===== src/rtl/idt_pkg.sv =====
// types, constants and codes shared by the indentation tracker
// no dependencies

package idt_pkg;

  localparam int STACK_DEPTH = 32;
  localparam int LEVEL_BITS  = 10;
  localparam int IDX_W       = $clog2(STACK_DEPTH);
  localparam int FILL_W      = $clog2(STACK_DEPTH + 1);
  localparam int TAB_W       = 5;
  localparam int COUNT_W     = 5;

  localparam logic [7:0] CH_SPACE = 8'h20;
  localparam logic [7:0] CH_TAB   = 8'h09;
  localparam logic [7:0] CH_CR    = 8'h0d;
  localparam logic [7:0] CH_LF    = 8'h0a;
  localparam logic [7:0] CH_HASH  = 8'h23;
  localparam logic [7:0] CH_COLON = 8'h3a;

  localparam logic MODE_CHAR = 1'b0;
  localparam logic MODE_END  = 1'b1;

  localparam logic [TAB_W-1:0] TAB_WEIGHT_RESET = TAB_W'(4);

  typedef enum logic [1:0] {
    EV_INDENT   = 2'd0,
    EV_DEDENT   = 2'd1,
    EV_INVALID  = 2'd2,
    EV_OVERFLOW = 2'd3
  } ev_kind_e;

  typedef enum logic [1:0] {
    PH_COUNT = 2'd0,
    PH_HASH  = 2'd1,
    PH_SKIP  = 2'd2,
    PH_BODY  = 2'd3
  } phase_e;

  typedef enum logic [1:0] {
    SEQ_IDLE   = 2'd0,
    SEQ_TOP    = 2'd1,
    SEQ_SEARCH = 2'd2,
    SEQ_EMIT   = 2'd3
  } seq_e;

  typedef struct packed {
    logic       mode;
    logic [7:0] char_code;
    logic       ends_logical_line;
  } in_item_t;

  typedef struct packed {
    ev_kind_e              event_kind;
    logic [COUNT_W-1:0]    dedent_count;
    logic [LEVEL_BITS-1:0] new_level;
  } out_item_t;

endpackage


===== src/rtl/idt_if.sv =====
// valid/ready channel interfaces for input items, result items and config writes
// depends on idt_pkg

interface idt_in_if;
  logic             valid;
  logic             ready;
  idt_pkg::in_item_t item;
  modport source (output valid, output item, input ready);
  modport sink   (input valid, input item, output ready);
endinterface

interface idt_out_if;
  logic               valid;
  logic               ready;
  idt_pkg::out_item_t item;
  modport source (output valid, output item, input ready);
  modport sink   (input valid, input item, output ready);
endinterface

interface idt_cfg_if;
  logic                          valid;
  logic                          ready;
  logic [idt_pkg::TAB_W-1:0]     data;
  modport source (output valid, output data, input ready);
  modport sink   (input valid, input data, output ready);
endinterface


===== src/rtl/indent_dedent_tracker_unit.sv =====
// indentation tracker top level: line phase, width count, level stack and search sequencer
// depends on idt_pkg and idt_if
//
//   channel  dir  handshake        payload
//   in_i     in   valid / ready    mode, char_code, ends_logical_line
//   out_o    out  valid / ready    event_kind, dedent_count, new_level
//   cfg_i    in   valid / ready    tab_weight (always ready)
//
// a character that does not start a code line leaves the input ready for the next item
// the first code character reads the stack top: an equal level gives no result, a greater one an
// indent or overflow, a smaller one a search down the stack for a dedent or an invalid level
// the stack search uses the single read port of the level memory, one entry a cycle
// a result waits in the output register; items are taken meanwhile, and one that makes a
// result holds in emit, with the input not ready, until the register frees
// reset clears phase and width and sets fill to one; the stack memory needs no clearing pass

module indent_dedent_tracker_unit (
  input  logic clk_i,
  input  logic rst_ni,
  idt_in_if.sink    in_i,
  idt_out_if.source out_o,
  idt_cfg_if.sink   cfg_i
);
  import idt_pkg::*;

  localparam int SUM_W = LEVEL_BITS + 1;
  localparam logic [LEVEL_BITS-1:0] LEVEL_MAX = {LEVEL_BITS{1'b1}};

  logic [LEVEL_BITS-1:0] mem [STACK_DEPTH];

  logic [TAB_W-1:0]      tab_q;
  phase_e                phase_q, phase_d;
  seq_e                  seq_q, seq_d;
  logic [LEVEL_BITS-1:0] width_q, width_d;
  logic [FILL_W-1:0]     fill_q, fill_d;
  logic [IDX_W-1:0]      idx_q, idx_d;
  out_item_t             res_q, res_d;
  logic                  out_valid_q, out_valid_d;
  out_item_t             out_item_q, out_item_d;
  logic [LEVEL_BITS-1:0] rd_data_q;
  logic                  rd_zero_q;

  logic                  rd_en, wr_en;
  logic [IDX_W-1:0]      rd_addr;
  logic [LEVEL_BITS-1:0] rd_val;
  logic [TAB_W-1:0]      amount;
  logic                  add_en;
  logic [SUM_W-1:0]      sum;
  logic [FILL_W-1:0]     n_pop;
  logic                  accept;

  assign accept      = in_i.valid && in_i.ready;
  assign cfg_i.ready = 1'b1;
  assign out_o.valid = out_valid_q;
  assign out_o.item  = out_item_q;
  assign rd_val      = rd_zero_q ? '0 : rd_data_q;
  assign sum         = {1'b0, width_q} + SUM_W'(amount);
  assign n_pop       = fill_q - FILL_W'(1) - FILL_W'(idx_q);

  always_ff @(posedge clk_i or negedge rst_ni) begin
    if (!rst_ni) begin
      tab_q       <= TAB_WEIGHT_RESET;
      phase_q     <= PH_COUNT;
      seq_q       <= SEQ_IDLE;
      width_q     <= '0;
      fill_q      <= FILL_W'(1);
      out_valid_q <= 1'b0;
    end else begin
      if (cfg_i.valid && cfg_i.ready) begin
        tab_q <= cfg_i.data;
      end
      phase_q     <= phase_d;
      seq_q       <= seq_d;
      width_q     <= width_d;
      fill_q      <= fill_d;
      out_valid_q <= out_valid_d;
    end
  end

  always_ff @(posedge clk_i) begin
    idx_q      <= idx_d;
    res_q      <= res_d;
    out_item_q <= out_item_d;
  end

  always_ff @(posedge clk_i) begin
    if (wr_en) begin
      mem[fill_q[IDX_W-1:0]] <= width_q;
    end
    if (rd_en) begin
      rd_data_q <= mem[rd_addr];
      rd_zero_q <= (rd_addr == '0);
    end
  end

  always_comb begin
    phase_d     = phase_q;
    seq_d       = seq_q;
    width_d     = width_q;
    fill_d      = fill_q;
    idx_d       = idx_q;
    res_d       = res_q;
    out_valid_d = out_valid_q && !out_o.ready;
    out_item_d  = out_item_q;
    rd_en       = 1'b0;
    wr_en       = 1'b0;
    rd_addr     = idx_q - IDX_W'(1);
    amount      = '0;
    add_en      = 1'b0;
    in_i.ready  = (seq_q == SEQ_IDLE);

    unique case (seq_q)
      SEQ_IDLE: begin
        if (accept) begin
          if (in_i.item.mode == MODE_END) begin
            phase_d = PH_COUNT;
            width_d = '0;
            fill_d  = FILL_W'(1);
          end else begin
            unique case (phase_q)
              PH_COUNT: begin
                case (in_i.item.char_code)
                  CH_SPACE: begin
                    amount = TAB_W'(1);
                    add_en = 1'b1;
                  end
                  CH_TAB: begin
                    amount = tab_q;
                    add_en = 1'b1;
                  end
                  CH_CR: ;
                  CH_LF:   width_d = '0;
                  CH_HASH: phase_d = PH_HASH;
                  default: begin
                    phase_d = PH_BODY;
                    seq_d   = SEQ_TOP;
                    rd_en   = 1'b1;
                    rd_addr = fill_q[IDX_W-1:0] - IDX_W'(1);
                  end
                endcase
              end
              PH_HASH: begin
                if (in_i.item.char_code == CH_COLON) begin
                  phase_d = PH_BODY;
                  seq_d   = SEQ_TOP;
                  rd_en   = 1'b1;
                  rd_addr = fill_q[IDX_W-1:0] - IDX_W'(1);
                end else if (in_i.item.char_code == CH_LF) begin
                  width_d = '0;
                  phase_d = PH_COUNT;
                end else begin
                  phase_d = PH_SKIP;
                end
              end
              PH_SKIP: begin
                if (in_i.item.char_code == CH_LF) begin
                  width_d = '0;
                  phase_d = PH_COUNT;
                end
              end
              PH_BODY: begin
                if (in_i.item.char_code == CH_LF && in_i.item.ends_logical_line) begin
                  width_d = '0;
                  phase_d = PH_COUNT;
                end
              end
            endcase
            if (add_en) begin
              width_d = (sum > SUM_W'(LEVEL_MAX)) ? LEVEL_MAX : sum[LEVEL_BITS-1:0];
            end
          end
          if (rd_en) begin
            idx_d = rd_addr;
          end
        end
      end
      SEQ_TOP, SEQ_SEARCH: begin
        res_d.new_level    = width_q;
        res_d.dedent_count = '0;
        res_d.event_kind   = EV_INVALID;
        if (seq_q == SEQ_TOP && width_q > rd_val) begin
          seq_d = SEQ_EMIT;
          if (fill_q == FILL_W'(STACK_DEPTH)) begin
            res_d.event_kind = EV_OVERFLOW;
          end else begin
            wr_en            = 1'b1;
            fill_d           = fill_q + FILL_W'(1);
            res_d.event_kind = EV_INDENT;
          end
        end else if (width_q == rd_val) begin
          if (seq_q == SEQ_TOP) begin
            seq_d = SEQ_IDLE;
          end else begin
            seq_d              = SEQ_EMIT;
            fill_d             = FILL_W'(idx_q) + FILL_W'(1);
            res_d.event_kind   = EV_DEDENT;
            res_d.dedent_count = (n_pop > FILL_W'({COUNT_W{1'b1}})) ?
                                 {COUNT_W{1'b1}} : COUNT_W'(n_pop);
          end
        end else if (idx_q == '0) begin
          seq_d = SEQ_EMIT;
        end else begin
          seq_d = SEQ_SEARCH;
          rd_en = 1'b1;
          idx_d = rd_addr;
        end
      end
      SEQ_EMIT: begin
        if (!out_valid_q || out_o.ready) begin
          out_valid_d = 1'b1;
          out_item_d  = res_q;
          seq_d       = SEQ_IDLE;
        end
      end
    endcase
  end

`ifndef NO_ASSERTIONS
  a_fill_range: assert property (@(posedge clk_i) disable iff (!rst_ni)
    (fill_q != '0) && (fill_q <= FILL_W'(STACK_DEPTH)))
    else $error("stack fill out of range");

  a_push_grows: assert property (@(posedge clk_i) disable iff (!rst_ni)
    wr_en |=> (fill_q == $past(fill_q) + FILL_W'(1)))
    else $error("push did not grow the stack");

  a_width_held: assert property (@(posedge clk_i) disable iff (!rst_ni)
    (seq_q != SEQ_IDLE) |=> $stable(width_q))
    else $error("width changed during stack search");

  a_dedent_count: assert property (@(posedge clk_i) disable iff (!rst_ni)
    out_valid_q |-> ((out_item_q.event_kind == EV_DEDENT) == (out_item_q.dedent_count != '0)))
    else $error("dedent count does not match event kind");

  a_no_busy_accept: assert property (@(posedge clk_i) disable iff (!rst_ni)
    (seq_q == SEQ_SEARCH) |-> !in_i.ready)
    else $error("input taken during stack search");
`endif

endmodule

===== src/flat_wrapper.sv =====
// flat-port wrapper written by rule: the top's interface ports become plain ports
module indent_dedent_tracker_unit_flat import idt_pkg::*;
  (clk_i, rst_ni, in_i_valid, in_i_item, in_i_ready, out_o_valid, out_o_item, out_o_ready, cfg_i_valid, cfg_i_data, cfg_i_ready);
  idt_in_if in_i_i ();
  idt_out_if out_o_i ();
  idt_cfg_if cfg_i_i ();
  input  logic clk_i;
  input  logic rst_ni;
  input wire logic [$bits(in_i_i.valid)-1:0] in_i_valid;
  input wire logic [$bits(in_i_i.item)-1:0] in_i_item;
  output wire logic [$bits(in_i_i.ready)-1:0] in_i_ready;
  output wire logic [$bits(out_o_i.valid)-1:0] out_o_valid;
  output wire logic [$bits(out_o_i.item)-1:0] out_o_item;
  input wire logic [$bits(out_o_i.ready)-1:0] out_o_ready;
  input wire logic [$bits(cfg_i_i.valid)-1:0] cfg_i_valid;
  input wire logic [$bits(cfg_i_i.data)-1:0] cfg_i_data;
  output wire logic [$bits(cfg_i_i.ready)-1:0] cfg_i_ready;
  assign in_i_i.valid = in_i_valid;
  assign in_i_i.item = in_i_item;
  assign in_i_ready = in_i_i.ready;
  assign out_o_valid = out_o_i.valid;
  assign out_o_item = out_o_i.item;
  assign out_o_i.ready = out_o_ready;
  assign cfg_i_i.valid = cfg_i_valid;
  assign cfg_i_i.data = cfg_i_data;
  assign cfg_i_ready = cfg_i_i.ready;
  indent_dedent_tracker_unit u_core (.clk_i(clk_i), .rst_ni(rst_ni), .in_i(in_i_i), .out_o(out_o_i), .cfg_i(cfg_i_i));
endmodule

===== config.mk =====
export PLATFORM = sky130hd
export DESIGN_NAME = indent_dedent_tracker_unit_flat
export DESIGN_NICKNAME = d
export VERILOG_FILES = /design/src/rtl/idt_pkg.sv /design/src/rtl/idt_if.sv /design/src/rtl/indent_dedent_tracker_unit.sv /design/src/flat_wrapper.sv
export SDC_FILE = /design/constraint.sdc
export NUM_CORES = 1
export LEC_CHECK = 0
export BUFFER_PORTS_ARGS = -buffer_cell sky130_fd_sc_hd__buf_2
export CAP_MARGIN = 20
export CORE_ASPECT_RATIO = 0.7
export CORE_MARGIN = 1
export CORE_UTILIZATION = 40
export DETAILED_ROUTE_END_ITERATION = 12
export PLACE_DENSITY_LB_ADDON = 0.05
export SYNTH_ARGS = -nofsm -noshare
export SYNTH_HDL_FRONTEND = slang
export SYNTH_SLANG_ARGS = --single-unit

===== constraint.sdc =====
create_clock -name clk_i -period 6.2 [get_ports clk_i]
set_input_delay 0.93 -clock clk_i [delete_from_list [all_inputs] [get_ports clk_i]]
set_output_delay 0.93 -clock clk_i [all_outputs]
set_load 0.05 [all_outputs]

==> results of run 1 <==
-- per-stage QoR --
step	worst slack (ns)	hold slack [ns]	utilization, %	power (W)
after CTS	1.836	0.4174	45.98	0.01014
after global placement	1.652	0.4035	42.97	0.007704
after floorplan	2.498	0.4003	-	0.006062
final	1.870	0.4152	46.07	0.01018
after global routing	1.371	0.4240	46.07	0.01060
after detailed placement	1.650	0.4045	43.00	0.007715
-- cell families after synthesis --
group / share of synthesized area, %
AOI/OAI and AO/OA: 12.91
xor gates and xnor gates: 0.7951
adders and majority gates: 2.428
buffers and inverters: 2.790
DFF: 66.75
muxes: 1.434
other: 0.02128
and+or+nand+nor: 12.88
-- cells in the final DEF (no fill, tap or decap), drive strengths merged, types with 36 or more instances in the layout --
cell	count
and3	54
o21ai	124
clkbuf	51
edfxtp	370
a211o	36
nor2	64
nand3	167
buf	73
nand2	61
a31oi	38
-- report_power, final --
part           internal [W]  switching (W)
registers           0.00321       0.000182
logic               0.00120        0.00317
clock network       0.00139        0.00104
-- final cells by class --
class                      count  area [µm²]
inverter                      25       93.84
timing repair buffer          73       464.2
clock buffer                  51        1106
clock inverter                20       173.9
tap                          585       732.0
fill                        3896       23130
sequential                   396       11770
multi-input combinational    842        5420
-- state kept, by name, indices dropped and copies added, names as in the netlist, 2 cells and up --
| signal | count |
|---|---|
| u_core.fill_q | 6 |
| u_core.seq_q | 2 |
| u_core.rd_data_q | 10 |
| u_core.tab_q | 5 |
| u_core.phase_q | 2 |
| u_core.mem | 320 |
| u_core.out_o.item | 17 |
| u_core.idx_q | 5 |
| u_core.width_q | 10 |
| u_core.res_q | 17 |
-- final timing paths --
path / startpoint / end / slack [ns] / cells past startpoint
setup reg to reg: u_core.rd_zero_q$_DFFE_PP_ / u_core.mem[1][2]$_DFFE_PP_ / 1.87 / 10
setup / recovery: u_core.rd_zero_q$_DFFE_PP_ / u_core.mem[1][2]$_DFFE_PP_ / 1.87 / 10
min in group asynchronous: rst_ni / u_core.tab_q[4]$_DFFE_PN0P_ / 0.43 / 1
hold / removal: u_core.res_q[11]$_SDFFCE_PP0N_ / u_core.out_o.item[11]$_DFFE_PP_ / 0.42 / 0
hold reg to reg: u_core.res_q[11]$_SDFFCE_PP0N_ / u_core.out_o.item[11]$_DFFE_PP_ / 0.42 / 0
max in group asynchronous: rst_ni / u_core.width_q[5]$_DFFE_PN0P_ / 5.28 / 1
-- critical path: cells and delay by family (launching register included) --
family	cells	cell delay [ns]
adders and majority gates	1	0.35
and+or+nand+nor	7	2.85
DFF	1	0.50
AOI/OAI and AO/OA	2	0.25
-- per-layer routing --
metal	up-vias	track usage (%)	share of wire, %
li1	5321	-	-
met1	6123	40.32	51
met2	485	32.68	39
met3	80	5.940	8.4
met4	0	5.202	1.8
met5	-	0	0
==> reports/results.tsv, run 1 <==
stage	metric	value	unit
critical_path	worst path required time	6.37	ns
critical_path	CP Data Arrival Time	4.50	ns
power_and_ir_drop	Power per Cell Area	515.5	nW/µm²
critical_path	Setup CP Type	reg -> reg	
detailed_routing	Post-Route WL	54910	µm
timing	Final setup viols	0	
synth	largest area contributor in the netlist	edfxtp_1	
global_route	number of global-route vias before repair	11494	
timing	worst slew pin tran	1.099	ns
timing	fin crit share	69.84	%
timing	Final Hold Vio Count	0	
timing	Max Clock Skew	0.02485	ns
detailed_routing	drc violations	0	
synth	YS warnings	0	
synth	Mapped Nets	1403	
synth	#FFs+latches synth	396	
clocking	PostCTS Resize Cnt	0	
critical_path	Worst path slowest cell	nor2_1	
layout	synthesis-to-layout area growth	12.09	%
power_and_ir_drop	Pleak	7.309	nW
die	core area	42880	µm²
clocking	clock buffer depth	3	
clocking	CTS HTree Levels	2	
critical_path	Crit Path Max Fanout	10	
synth	Synth top area share	63.04	%
global_route	grt ovf	0	
synth	Commonest cells post-synth	edfxtp_1 (370), nand3_1 (166), o21ai_0 (120)	
layout	design area	19760	µm²
synth	Post-synth EDFFs	370	
die	die area	44920	µm²
clocking	TritonCTS Buffers	41	
global_route	first-pass GRT wire length	80740	µm
timing	Final min period	4.330	ns
detailed_routing	drt via density	6.029	
placement	IO Port Bufs	38	
die	die height	177.6	µm
power_and_ir_drop	worst IR drop on VDD	0.0003293	V
clocking	clock-pin slew on the worst setup and hold paths	0.06	ns
detailed_routing	Avg WL per Cell	27.57	µm
critical_path	crit-path max cell delay	0.98	ns
clocking	clock sink count	396	
timing	f_max	0.2310	GHz
placement	Area after DPL	18440	µm²
placement	DP HPWL	34930	µm
timing	Slew headroom	26.74	%
critical_path	Critical Path End Type	register	
synth	most numerous cell in the Yosys netlist	edfxtp_1	
job	max cap viols	0	
timing	setup TNS	0	ns
layout	Final Non-Filler Cells	1992	
die	# rows	63	
clocking	TritonCTS clock tree	yes	
die	initial core utilization	41.10	%
layout	layout cells sized above 1	12.22	%
clocking	hold-fix buffer count after cts	0	
clocking	CTS Root Cell	clkbuf_16	
global_route	initial antenna violation count	1	
synth	largest cells by area after synthesis	edfxtp_1 (63%), nand3_1 (4.7%), dfrtp_1 (3.4%)	
layout	Final nets	1432	
synth	Distinct cells, synth	74	
run_status	status	finished, final reports clean	
layout	antenna cells	0	
synth	async set-reset flop share out of synthesis	6.566	%
detailed_routing	Post-DRT Antenna Nets	0	
detailed_routing	initial DRC count	1371	
global_route	Tot GR Track Use	24.84	%
global_route	largest net degree at the start of global routing	68	
clocking	post-CTS setup buffer count	0	
synth	syn avg cell area	13.06	µm²
die	Die X	252.9	µm
synth	Seq/Total Area, Yosys	66.75	%
die	IO Count	40	
synth	post-synthesis cell count	1350	
synth	Synth Flop Type	edfxtp_1	
timing	RSZ-0062 raised after global routing	false	
clocking	worst skew pair latency	0.56	ns
detailed_routing	Initial DRT Pass Iterations	5	
detailed_routing	detailed-route via count	12009	
critical_path	Critical Path Start Type	register	
synth	Cell Area, Synth	17620	µm²
placement	routability cong.	0.8485	
min_path	worst min-delay path category	reg -> reg	
critical_path	worst-path cell chain	nand2b_1 -> ha_1 -> nand4_1 -> nor2_1 -> a21oi_1 -> o211ai_1 -> and3_1 -> and3_1 -> nand2_1 -> nor2_1	
timing	Slew Limit Fails	0	
placement	placed cells	1917	
Power figures use the tool's default switching activity.
==> run 2: changes to the inputs <==
==> constraint.sdc (replaced) <==
create_clock -name clk_i -period 4 [get_ports clk_i]
set_input_delay 0.6 -clock clk_i [delete_from_list [all_inputs] [get_ports clk_i]]
set_output_delay 0.6 -clock clk_i [all_outputs]
set_load 0.05 [all_outputs]
==> run 2 against run 1 <==
Worst hold slack worse by 0.34 ns; worst setup slack lost 1.7 ns; highest routed layer unchanged; sequential cell count unchanged.
==> reports/results.tsv, run 2 (same netlist as run 1, synthesis figures left out) <==
stage	metric	value	unit	change
clocking	CTS Root Cell	clkbuf_16		
run_status	status	finished, final reports clean		
critical_path	Crit Path Max Fanout	19		+9
min_path	worst min-delay path category	in -> async		
die	IO Count	40		unchanged
detailed_routing	Post-Route WL	53900	µm	-1.8%
timing	f_max	0.2633	GHz	+14%
clocking	post-CTS setup buffer count	0		unchanged
layout	antenna cells	0		unchanged
global_route	Tot GR Track Use	24.25	%	-0.60 points
job	max cap viols	0		unchanged
clocking	clock buffer depth	3		unchanged
detailed_routing	Initial DRT Pass Iterations	5		unchanged
clocking	clock-pin slew on the worst setup and hold paths	0.07	ns	about the same
layout	Final nets	1493		+4.3%
clocking	worst skew pair latency	0.55	ns	about the same
critical_path	Critical Path End Type	register		
timing	Max Clock Skew	0.01668	ns	-0.008163 ns
timing	fin crit share	94.94	%	+25 points
power_and_ir_drop	Pleak	7.625	nW	+4.3%
power_and_ir_drop	Pint	0.009220	W	+59%
clocking	TritonCTS clock tree	yes		
critical_path	worst path required time	4.27	ns	-2.10 ns
timing	RSZ-0062 raised after global routing	false		
placement	placed cells	1983		+3.4%
die	core area	42880	µm²	unchanged
layout	Final Util	47.21	%	+1.1 points
power_and_ir_drop	Final Power	0.01627	W	+60%
critical_path	Setup CP Type	reg -> reg		
clocking	PostCTS Resize Cnt	0		unchanged
layout	synthesis-to-layout area growth	14.86	%	
power_and_ir_drop	Flop pwr share	32.0	%	-1.3 points
global_route	initial antenna violation count	1		unchanged
die	# rows	63		unchanged
critical_path	Critical Path Start Type	register		
timing	Final min period	3.798	ns	-0.5322 ns
timing	worst slew pin tran	1.108	ns	+0.008753 ns
placement	DP HPWL	34430	µm	-1.4%
die	initial core utilization	41.10	%	unchanged
detailed_routing	initial DRC count	1197		-13%
power_and_ir_drop	combinational power share	45.9	%	+3.0 points
clocking	hold-fix buffer count after cts	0		unchanged
layout	commonest non-fill, non-tap cells in the layout	edfxtp_1 (370), nand3_1 (166), o21ai_0 (120)		
clocking	clock sink count	396		unchanged
power_and_ir_drop	Clock power frac	22.1	%	-1.7 points
power_and_ir_drop	P_sw	0.007051	W	+61%
detailed_routing	Avg WL per Cell	26.23	µm	-4.9%
power_and_ir_drop	worst IR drop on VDD	0.0008156	V	+150%
clocking	CTS HTree Levels	2		unchanged
global_route	number of global-route vias before repair	11471		-0.20%
timing	Final setup viols	0		unchanged
detailed_routing	detailed-route via count	12007		-0.017%
clocking	TritonCTS Buffers	40		-2.4%
timing	Final Hold Vio Count	0		unchanged
placement	IO Port Bufs	38		unchanged
layout	max reg flops	320		unchanged
global_route	largest net degree at the start of global routing	73		+7.4%
die	die area	44920	µm²	unchanged
global_route	grt ovf	0		unchanged
layout	Final Non-Filler Cells	2055		+3.2%
critical_path	CP Data Arrival Time	4.07	ns	-0.43 ns
layout	layout cells sized above 1	16.12	%	+3.9 points
power_and_ir_drop	Power per Cell Area	803.8	nW/µm²	+56%
detailed_routing	Post-DRT Antenna Nets	0		unchanged
die	Die X	252.9	µm	unchanged
timing	Slew headroom	25.76	%	-0.99 points
timing	Slew Limit Fails	0		unchanged
placement	routability cong.	0.8846		+4.3%
timing	setup TNS	0	ns	unchanged
layout	commonest non-fill, non-tap cell in the layout	edfxtp_1		
die	die height	177.6	µm	unchanged
global_route	first-pass GRT wire length	79050	µm	-2.1%
detailed_routing	drt via density	5.843		-3.1%
detailed_routing	drc violations	0		unchanged
power_and_ir_drop	Sw Ratio	43.34	%	+0.22 points
==> run 2: cell count changes in the layout (fill, tap and decap cells not counted), moves of 3 or more <==
cell      before  now
a32oi_1       21   18
a32oi_2        0    3
buf_4         32   89
buf_12         0    8
buf_6          3    0
clkbuf_1       8   11
==> run 2: final cells by class <==
type / count / area, µm²
tap: 585 / 732.0
multi-input combinational: 842 / 5429
inverter: 25 / 93.84
fill: 3901 / 22640
clock inverter: 19 / 123.9
timing repair buffer: 135 / 1018
sequential: 396 / 11770
clock buffer: 53 / 1081
==> run 2: routing by layer <==
layer	track usage, %	vias to the layer above	share of wire (%)
met5	0	-	0
met4	4.874	0	1.5
met3	4.928	53	7.6
met2	32.59	425	40
met1	39.41	6091	51
li1	-	5438	-
==> run 2: path summary, 6_finish.rpt <==
path | slack (ns) | cells past startpoint | to | from
min reg2reg | 0.42 | 0 | u_core.out_o.item[8]$_DFFE_PP_ | u_core.res_q[8]$_DFFE_PN_
max | 0.20 | 12 | u_core.rd_data_q[2]$_DFFE_PP_ | u_core.seq_q[0]$_DFFE_PN0P_
max reg2reg | 0.20 | 12 | u_core.rd_data_q[2]$_DFFE_PP_ | u_core.seq_q[0]$_DFFE_PN0P_
min in group clk_i | 0.28 | 2 | u_core.tab_q[0]$_DFFE_PN0P_ | cfg_i_data[0]
max in group asynchronous | 3.47 | 1 | u_core.width_q[5]$_DFFE_PN0P_ | rst_ni
min | 0.07 | 1 | u_core.tab_q[4]$_DFFE_PN0P_ | rst_ni
==> run 2: worst max-delay path: stages (launching register included) <==
cell and delay [ns]:
dfrtp_1 0.41, inv_1 0.13, ha_1 0.25, nand2_1 0.14, nor3_1 0.17, buf_4 0.17
and2_1 0.21, nand2_4 0.06, buf_4 0.25, mux2_4 0.37, or2_0 0.45, a32oi_1 0.77
a32oi_1 0.12
==> run 2: power by group through the flow <==
stage	combinational, W	sequential (W)	clock [W]
finish	0.00746	0.00521	0.00360
global route	0.00789	0.00522	0.00380
CTS	0.00730	0.00520	0.00366
detailed placement	0.00728	0.00528	0
global placement	0.00726	0.00530	0
floorplan	0.00407	0.00532	0
==> run 2: per-stage QoR <==
stage / area [µm²] / worst slack (ns) / hold slack [ns]
final: 20240 / 0.2023 / 0.07364
after global routing: 20240 / 0.05079 / 0.1116
after CTS: 20220 / 0.2665 / 0.08108
after detailed placement: 19010 / -0.003801 / 0.4052
after global placement: 19010 / 0.02280 / 0.4062
after floorplan: 17620 / 0.2981 / 0.3044
